===== config.mk =====
export PLATFORM = sky130hd
export DESIGN_NAME = dda_line_rasterizer
export DESIGN_NICKNAME = d
export VERILOG_FILES = /design/src/design/dda_pkg.sv /design/src/design/dda_line_rasterizer.sv /design/src/design/dda_setup.sv /design/src/design/dda_step.sv
export SDC_FILE = /design/constraint.sdc
export NUM_CORES = 1
export LEC_CHECK = 0
export BUFFER_PORTS_ARGS = -buffer_cell sky130_fd_sc_hd__buf_2
export CORE_MARGIN = 3
export CORE_UTILIZATION = 30
export CTS_BUF_LIST = sky130_fd_sc_hd__clkbuf_8
export DETAILED_ROUTE_END_ITERATION = 16
export GPL_ROUTABILITY_DRIVEN = 0
export MAX_ROUTING_LAYER = met4
export PLACE_DENSITY = 0.48
export SYNTH_ARGS = -nofsm -noshare
export SYNTH_HDL_FRONTEND = slang
export SYNTH_HIERARCHICAL = 1
export SYNTH_SLANG_ARGS = --single-unit

===== constraint.sdc =====
create_clock -name clock -period 10 [get_ports clock]
set_clock_uncertainty 0.2 [all_clocks]
set_input_delay 2 -clock clock [delete_from_list [all_inputs] [get_ports clock]]
set_output_delay 2 -clock clock [all_outputs]
set_load 0.02 [all_outputs]

===== src/design/dda_pkg.sv =====
package dda_pkg;

   // default tile coordinate width
   localparam int COORD_BITS_DEF = 6;

   // per-segment direction and shape flags passed from setup to the stepper
   typedef struct packed {
      logic x_major;
      logic maj_up;
      logic min_up;
      logic zero_len;
   } desc_flags_type;

endpackage


===== src/design/dda_line_rasterizer.sv =====
// a segment's first point passes setup stages 1 and 2, the stepper state, the point
// register and the output slice; throughput: one point per cycle unless rsp_tready
// stalls; a segment gives |dmajor| points (up to 63), a zero-length one none; the
// rate is set by the single error-accumulator stepper, one major step a cycle
// reset clears all valid bits and the stepper busy flag; payload is not reset
module dda_line_rasterizer #(
   parameter int COORD_BITS = dda_pkg::COORD_BITS_DEF,
   localparam int REQ_W = ((4 * COORD_BITS + 7) / 8) * 8,
   localparam int RSP_W = ((2 * COORD_BITS + 7) / 8) * 8
) (
   input  logic             clock,
   input  logic             reset,
   input  logic             req_tvalid,
   output logic             req_tready,
   input  logic [REQ_W-1:0] req_tdata,   // start_x, start_y, end_x, end_y
   output logic             rsp_tvalid,
   input  logic             rsp_tready,
   output logic [RSP_W-1:0] rsp_tdata,   // point_x, point_y
   output logic             rsp_tlast    // last_point
);
   import dda_pkg::*;

   localparam int CB = COORD_BITS;

   logic                 desc_valid, desc_ready;
   logic [CB-1:0]        desc_maj0, desc_min0, desc_amaj, desc_amin;
   desc_flags_type       desc_flags;
   logic                 pt_valid, pt_ready, pt_last;
   logic [CB-1:0]        pt_x, pt_y;
   logic                 out_vld_ff, out_vld_in, out_last_ff;
   logic [CB-1:0]        out_x_ff, out_y_ff;

   // segment setup pipeline
   dda_setup #(.COORD_BITS(CB)) u_setup (
      .clock     (clock),
      .reset     (reset),
      .in_valid  (req_tvalid),
      .in_ready  (req_tready),
      .in_sx     (req_tdata[CB-1:0]),
      .in_sy     (req_tdata[2*CB-1:CB]),
      .in_ex     (req_tdata[3*CB-1:2*CB]),
      .in_ey     (req_tdata[4*CB-1:3*CB]),
      .out_valid (desc_valid),
      .out_ready (desc_ready),
      .out_maj0  (desc_maj0),
      .out_min0  (desc_min0),
      .out_amaj  (desc_amaj),
      .out_amin  (desc_amin),
      .out_flags (desc_flags)
   );

   // point stepper
   dda_step #(.COORD_BITS(CB)) u_step (
      .clock      (clock),
      .reset      (reset),
      .desc_valid (desc_valid),
      .desc_ready (desc_ready),
      .desc_maj0  (desc_maj0),
      .desc_min0  (desc_min0),
      .desc_amaj  (desc_amaj),
      .desc_amin  (desc_amin),
      .desc_flags (desc_flags),
      .pt_valid   (pt_valid),
      .pt_ready   (pt_ready),
      .pt_x       (pt_x),
      .pt_y       (pt_y),
      .pt_last    (pt_last)
   );

   // output register slice
   assign pt_ready   = !out_vld_ff || rsp_tready;
   assign out_vld_in = pt_ready ? pt_valid : out_vld_ff;

   always_ff @(posedge clock) begin
      if (reset) begin
         out_vld_ff <= 1'b0;
      end else begin
         out_vld_ff <= out_vld_in;
      end
   end

   always_ff @(posedge clock) begin
      if (pt_ready) begin
         out_x_ff    <= pt_x;
         out_y_ff    <= pt_y;
         out_last_ff <= pt_last;
      end
   end

   // result beat packing
   assign rsp_tvalid = out_vld_ff;
   assign rsp_tdata  = RSP_W'({out_y_ff, out_x_ff});
   assign rsp_tlast  = out_last_ff;

endmodule


===== src/design/dda_setup.sv =====
module dda_setup #(
   parameter int COORD_BITS = dda_pkg::COORD_BITS_DEF
) (
   input  logic                    clock,
   input  logic                    reset,
   input  logic                    in_valid,
   output logic                    in_ready,
   input  logic [COORD_BITS-1:0]   in_sx,
   input  logic [COORD_BITS-1:0]   in_sy,
   input  logic [COORD_BITS-1:0]   in_ex,
   input  logic [COORD_BITS-1:0]   in_ey,
   output logic                    out_valid,
   input  logic                    out_ready,
   output logic [COORD_BITS-1:0]   out_maj0,
   output logic [COORD_BITS-1:0]   out_min0,
   output logic [COORD_BITS-1:0]   out_amaj,
   output logic [COORD_BITS-1:0]   out_amin,
   output dda_pkg::desc_flags_type out_flags
);
   import dda_pkg::*;

   localparam int CB = COORD_BITS;

   logic                 s1_vld_ff, s1_vld_in, s1_rdy;
   logic [CB-1:0]        s1_sx_ff, s1_sy_ff;
   logic signed [CB:0]   s1_dx_ff, s1_dy_ff, s1_dx_in, s1_dy_in;
   logic                 s2_vld_ff, s2_vld_in, s2_rdy;
   logic [CB-1:0]        s2_maj0_ff, s2_min0_ff, s2_amaj_ff, s2_amin_ff;
   logic [CB-1:0]        s2_maj0_in, s2_min0_in, s2_amaj_in, s2_amin_in;
   desc_flags_type       s2_flags_ff, s2_flags_in;
   logic [CB:0]          neg_dx, neg_dy;
   logic [CB-1:0]        adx, ady;
   logic                 x_major;

   // stage handshakes
   assign s2_rdy   = !s2_vld_ff || out_ready;
   assign s1_rdy   = !s1_vld_ff || s2_rdy;
   assign in_ready = s1_rdy;

   // stage 1: signed deltas
   always_comb begin
      s1_dx_in  = $signed({1'b0, in_ex}) - $signed({1'b0, in_sx});
      s1_dy_in  = $signed({1'b0, in_ey}) - $signed({1'b0, in_sy});
      s1_vld_in = s1_rdy ? in_valid : s1_vld_ff;
   end

   // stage 2: magnitudes, major axis and directions
   always_comb begin
      neg_dx  = -s1_dx_ff;
      neg_dy  = -s1_dy_ff;
      adx     = s1_dx_ff[CB] ? neg_dx[CB-1:0] : s1_dx_ff[CB-1:0];
      ady     = s1_dy_ff[CB] ? neg_dy[CB-1:0] : s1_dy_ff[CB-1:0];
      x_major = adx > ady;
      s2_maj0_in           = x_major ? s1_sx_ff : s1_sy_ff;
      s2_min0_in           = x_major ? s1_sy_ff : s1_sx_ff;
      s2_amaj_in           = x_major ? adx : ady;
      s2_amin_in           = x_major ? ady : adx;
      s2_flags_in.x_major  = x_major;
      s2_flags_in.maj_up   = x_major ? !s1_dx_ff[CB] : !s1_dy_ff[CB];
      s2_flags_in.min_up   = x_major ? !s1_dy_ff[CB] : !s1_dx_ff[CB];
      s2_flags_in.zero_len = (s2_amaj_in == '0);
      s2_vld_in            = s2_rdy ? s1_vld_ff : s2_vld_ff;
   end

   // valid bits
   always_ff @(posedge clock) begin
      if (reset) begin
         s1_vld_ff <= 1'b0;
         s2_vld_ff <= 1'b0;
      end else begin
         s1_vld_ff <= s1_vld_in;
         s2_vld_ff <= s2_vld_in;
      end
   end

   // payload registers
   always_ff @(posedge clock) begin
      if (s1_rdy) begin
         s1_sx_ff <= in_sx;
         s1_sy_ff <= in_sy;
         s1_dx_ff <= s1_dx_in;
         s1_dy_ff <= s1_dy_in;
      end
      if (s2_rdy) begin
         s2_maj0_ff  <= s2_maj0_in;
         s2_min0_ff  <= s2_min0_in;
         s2_amaj_ff  <= s2_amaj_in;
         s2_amin_ff  <= s2_amin_in;
         s2_flags_ff <= s2_flags_in;
      end
   end

   assign out_valid = s2_vld_ff;
   assign out_maj0  = s2_maj0_ff;
   assign out_min0  = s2_min0_ff;
   assign out_amaj  = s2_amaj_ff;
   assign out_amin  = s2_amin_ff;
   assign out_flags = s2_flags_ff;

endmodule


===== src/design/dda_step.sv =====
module dda_step #(
   parameter int COORD_BITS = dda_pkg::COORD_BITS_DEF
) (
   input  logic                    clock,
   input  logic                    reset,
   input  logic                    desc_valid,
   output logic                    desc_ready,
   input  logic [COORD_BITS-1:0]   desc_maj0,
   input  logic [COORD_BITS-1:0]   desc_min0,
   input  logic [COORD_BITS-1:0]   desc_amaj,
   input  logic [COORD_BITS-1:0]   desc_amin,
   input  dda_pkg::desc_flags_type desc_flags,
   output logic                    pt_valid,
   input  logic                    pt_ready,
   output logic [COORD_BITS-1:0]   pt_x,
   output logic [COORD_BITS-1:0]   pt_y,
   output logic                    pt_last
);
   import dda_pkg::*;

   localparam int CB = COORD_BITS;

   logic               busy_ff, busy_in;
   logic [CB-1:0]      maj_ff, maj_in, min_ff, min_in;
   logic [CB-1:0]      amaj_ff, amaj_in, amin_ff, amin_in;
   logic [CB-1:0]      remain_ff, remain_in;
   logic [CB+1:0]      err_ff, err_in;
   desc_flags_type     flags_ff, flags_in;
   logic               pt_vld_ff, pt_vld_in, pt_last_ff, pt_last_in;
   logic [CB-1:0]      pt_x_ff, pt_x_in, pt_y_ff, pt_y_in;
   logic [CB+1:0]      two_amaj, err_sum, err_nxt;
   logic [CB-1:0]      maj_nxt, min_nxt;
   logic               carry, adv, last_step, load;

   // step and load control
   assign last_step  = (remain_ff == CB'(1));
   assign adv        = busy_ff && (!pt_vld_ff || pt_ready);
   assign desc_ready = !busy_ff || (adv && last_step);
   assign load       = desc_valid && desc_ready;

   // error accumulator step along the major axis
   always_comb begin
      two_amaj = {1'b0, amaj_ff, 1'b0};
      err_sum  = err_ff + {1'b0, amin_ff, 1'b0};
      carry    = (err_sum >= two_amaj);
      err_nxt  = carry ? (err_sum - two_amaj) : err_sum;
      maj_nxt  = flags_ff.maj_up ? (maj_ff + CB'(1)) : (maj_ff - CB'(1));
      if (carry) begin
         min_nxt = flags_ff.min_up ? (min_ff + CB'(1)) : (min_ff - CB'(1));
      end else begin
         min_nxt = min_ff;
      end
   end

   // next state of the stepper and the point register
   always_comb begin
      busy_in    = busy_ff;
      maj_in     = maj_ff;
      min_in     = min_ff;
      err_in     = err_ff;
      remain_in  = remain_ff;
      amaj_in    = amaj_ff;
      amin_in    = amin_ff;
      flags_in   = flags_ff;
      pt_vld_in  = pt_vld_ff && !pt_ready;
      pt_x_in    = pt_x_ff;
      pt_y_in    = pt_y_ff;
      pt_last_in = pt_last_ff;
      if (adv) begin
         maj_in     = maj_nxt;
         min_in     = min_nxt;
         err_in     = err_nxt;
         remain_in  = remain_ff - CB'(1);
         pt_vld_in  = 1'b1;
         pt_x_in    = flags_ff.x_major ? maj_nxt : min_nxt;
         pt_y_in    = flags_ff.x_major ? min_nxt : maj_nxt;
         pt_last_in = last_step;
         if (last_step) begin
            busy_in = 1'b0;
         end
      end
      if (load) begin
         busy_in   = !desc_flags.zero_len;
         maj_in    = desc_maj0;
         min_in    = desc_min0;
         err_in    = {2'b00, desc_amaj};
         remain_in = desc_amaj;
         amaj_in   = desc_amaj;
         amin_in   = desc_amin;
         flags_in  = desc_flags;
      end
   end

   // control registers
   always_ff @(posedge clock) begin
      if (reset) begin
         busy_ff   <= 1'b0;
         pt_vld_ff <= 1'b0;
      end else begin
         busy_ff   <= busy_in;
         pt_vld_ff <= pt_vld_in;
      end
   end

   // payload registers
   always_ff @(posedge clock) begin
      maj_ff     <= maj_in;
      min_ff     <= min_in;
      err_ff     <= err_in;
      remain_ff  <= remain_in;
      amaj_ff    <= amaj_in;
      amin_ff    <= amin_in;
      flags_ff   <= flags_in;
      pt_x_ff    <= pt_x_in;
      pt_y_ff    <= pt_y_in;
      pt_last_ff <= pt_last_in;
   end

   assign pt_valid = pt_vld_ff;
   assign pt_x     = pt_x_ff;
   assign pt_y     = pt_y_ff;
   assign pt_last  = pt_last_ff;

`ifndef ASSERT_OFF
   // an active segment always has steps left
   a_remain_nonzero: assert property (@(posedge clock) disable iff (reset)
      busy_ff |-> (remain_ff != '0))
      else $error("stepper busy with no steps left");

   // error term stays below twice the major length
   a_err_bound: assert property (@(posedge clock) disable iff (reset)
      busy_ff |-> (err_ff < two_amaj))
      else $error("error accumulator out of range");

   // the final step frees the stepper unless a new segment loads
   a_last_frees: assert property (@(posedge clock) disable iff (reset)
      (adv && last_step && !load) |=> !busy_ff)
      else $error("stepper still busy after last point");

   // a point with the last flag is only produced on the final step
   a_last_flag: assert property (@(posedge clock) disable iff (reset)
      (adv && !last_step) |=> (pt_vld_ff && !pt_last_ff && busy_ff))
      else $error("last flag set before the final step");
`endif

endmodule


==> results.md <==
- Outcome: complete, no violations
- Initial Util: 30.98%
- Via-per-instance ratio: 4.461
- Proportion of layout cells with a drive suffix above 1: 18.32%
- Final layout net count: 647
- Number of violations reported at the end of detailed-routing iteration 0: 170
- Worst Tran Pin Value: 0.9909 ns
- Final-report max-slew violation count: 0
- Tcrit/Tclk final: 58.14%
- Number of flip-flops under the largest register name: 8
- Crit path time final: 5.814 ns
- Total number of yosys warnings: 6
- Setup repair after global routing missed its margin: no
- WS Path Type: input port to output port
- Area of the core region: 21,290 µm²
- Kind of end point of the critical path: output port
- First element of the critical path: rsp_tready
- Async set-reset flop share out of synthesis: 0%
- Wire length of the first global-routing pass: 19,920 µm
- Layout overhead on the synthesized area: 13.85%
- Data required time at the worst endpoint: 7.80 ns
- Ys flop type: sky130_fd_sc_hd__edfxtp_1
- Routed len/inst: 13.93 µm
- Largest net degree at the start of global routing: 33
- Setup violations, final: 0
- Static power due to leakage: 3.049 nW
- Mean area per synthesized cell: 12.70 µm²
- Overall die width: 154.3 µm
- Area fraction of the dominant cell type after synthesis: 54.19%
- Reg-to-reg slack, setup: 6.10 ns
- Total congestion overflow after global routing: 0
- Count of flip-flops with a built-in enable after synthesis: 119
- Max Cap Viol: 0
- I/O pin total: 47
- Resized cells post-CTS: 0
- Number of hold buffers added after CTS: 0
- Count of vias placed by the detailed router: 3,832
- Aggregate negative setup slack: 0 ns
- Max Freq: 172.0 MHz
- Routed wire length: 11,960 µm
- Full die area: 23,790 µm²
- Power Density: 274.6 nW/µm²
- Max rail drop VDD: 0.09752 mV
- Residual antenna-violating net count after detailed routing: 0
- Class of the tightest hold or removal check: flop to flop
- Largest registers: u_step/err_ff (8), u_setup/s1_dx_ff (7), u_setup/s1_dy_ff (7)
- Arrival time worst endpoint: 3.61 ns
- Gate Count Post-Synth: 519
- Largest cells by area after synthesis: sky130_fd_sc_hd__edfxtp_1, sky130_fd_sc_hd__ha_1, sky130_fd_sc_hd__mux2i_1
- Post-CTS setup buffers: 0
- Yosys cell types: 54
- Critical path endpoint: req_tready
- Biggest area consumer among synthesized cells: sky130_fd_sc_hd__edfxtp_1
- # clock sinks: 126
- Count of input and output buffers: 42
- Die H: 154.3 µm
- Worst reg2reg path endpoint: u_step/pt_x[4]
- Post-synthesis cell area: 6594 µm²
- Worst r2r path cells: 11
- Via count of the first global-routing pass: 4,013
- Count leader, synth: sky130_fd_sc_hd__edfxtp_1
- Detailed-placement wirelength estimate: 9021 µm
- Total number of placement rows: 53
- Worst skew pair latency: 0.44 ns
- Number of H-tree branching levels: 4
- Total DRC errors in the routed layout: 0
- Register with the highest flop count: u_step/err_ff
- Cts bufs inserted: 17
- Critical path peak fanout: 27
- Number of detailed-route iterations in the first pass: 4
- R2r startpoint: u_step/amin_ff[0]
- Antenna violations before repair: 0
- Overall power: 2.061 mW
- #FFs+latches synth: 126
- Share of the yosys chip area belonging to registers: 56.32%
- CTS tree: yes
- CP Launch Type: input port
- Overall routing resource usage: 10.95%
- CTS Root Cell: sky130_fd_sc_hd__clkbuf_8
- Worst slew margin relative to its limit: 33.87%
- Number of buffers between clock root and the deepest sink: 2
- Clock slew at reported path FFs: 0.08 ns
- Commonest cells post-synth: sky130_fd_sc_hd__edfxtp_1, sky130_fd_sc_hd__inv_1, sky130_fd_sc_hd__ha_1
- Count of final hold-check violations: 0
- Antenna diodes: 0
## layout by cell type, fill, tap and decap left out, types with 4 or more instances in the layout
cell	count
sky130_fd_sc_hd__nand3_1	4
sky130_fd_sc_hd__fa_1	6
sky130_fd_sc_hd__conb_1	4
sky130_fd_sc_hd__mux2_2	13
sky130_fd_sc_hd__xnor2_1	17
sky130_fd_sc_hd__nor3_1	5
sky130_fd_sc_hd__a21boi_0	5
sky130_fd_sc_hd__mux2i_1	34
sky130_fd_sc_hd__nor2b_1	12
sky130_fd_sc_hd__inv_1	53
sky130_fd_sc_hd__dfxtp_1	7
sky130_fd_sc_hd__a21o_1	9
sky130_fd_sc_hd__o21ai_0	19
sky130_fd_sc_hd__clkbuf_8	17
sky130_fd_sc_hd__ha_1	42
sky130_fd_sc_hd__inv_6	6
sky130_fd_sc_hd__nor2_1	39
sky130_fd_sc_hd__edfxtp_1	119
sky130_fd_sc_hd__buf_2	42
sky130_fd_sc_hd__nand2b_1	5
sky130_fd_sc_hd__xor2_1	15
sky130_fd_sc_hd__nand2_1	19
sky130_fd_sc_hd__a21oi_1	35
## routing by layer
layer	share of wire (%)	track usage (%)	vias to the layer above
met5	0	-	-
met4	1.6	4.121	0
met3	4.1	3.190	14
met2	46	16.85	71
met1	48	13.73	1780
li1	-	-	1967
## per-stage QoR
step           instance area, µm²  instances  worst slack [ns]  util (%)  hold WS [ns]
2_1_floorplan                6605        522             4.351         -        0.2003
3_3_place_gp                 7088        827             4.184     33.30        0.2023
3_5_place_dp                 7088        827             4.190     33.30        0.2045
4_1_cts                      7507        859             4.161     35.27        0.2240
5_1_grt                      7507        859             4.046     35.27        0.2316
6_report                     7507        859             4.186     35.27        0.2214
## worst max-delay path, cell delays in order
cell                       delay, ns
sky130_fd_sc_hd__buf_2          0.08
sky130_fd_sc_hd__nand2b_4       0.23
sky130_fd_sc_hd__nor2b_1        0.12
sky130_fd_sc_hd__o31ai_4        0.36
sky130_fd_sc_hd__nor2b_1        0.14
sky130_fd_sc_hd__nand2_1        0.11
sky130_fd_sc_hd__buf_4          0.32
sky130_fd_sc_hd__buf_2          0.23
## cells by family after synthesis
| kind of cell | synth area share, % |
|---|---|
| flip-flops | 56.32 |
| adder cells (fa/ha/maj) | 9.791 |
| multiplexers | 7.381 |
| XOR/XNOR | 4.744 |
| other | 0.05687 |
| AO/OA/AOI/OAI | 8.956 |
| buffers and inverters | 4.573 |
| AND/OR/NAND/NOR | 8.178 |
## worst min-delay path by stage
stage                              start                  to  depth (start not counted)
global route              u_step/pt_x[0]         out_x_ff[0]                          0
finish                    u_step/pt_y[3]         out_y_ff[3]                          0
global placement    u_setup/out_flags[3]  u_step/flags_ff[3]                          0
detailed placement        u_step/pt_y[3]         out_y_ff[3]                          0
CTS                       u_step/pt_y[3]         out_y_ff[3]                          0
floorplan                 u_step/pt_x[0]         out_x_ff[0]                          0
## area by class of cell
cell class | count | area, µm²
Sequential cell | 126 | 3714
Fill cell | 2104 | 13780
Multi-Input combinational cell | 327 | 2597
Inverter | 55 | 207.7
Clock buffer | 17 | 234.0
Tap cell | 275 | 344.1
Clock inverter | 15 | 185.2
Timing Repair Buffer | 44 | 225.2
## power by group
group / leakage [nW] / switching (mW) / internal [mW] / total (mW)
sequential: 1.25 / 0.0614 / 0.766 / 0.827
clock: 0.208 / 0.216 / 0.251 / 0.467
combinational: 1.59 / 0.423 / 0.344 / 0.767
total: 3.05 / 0.700 / 1.36 / 2.06
(Power assumes the default switching activity.)
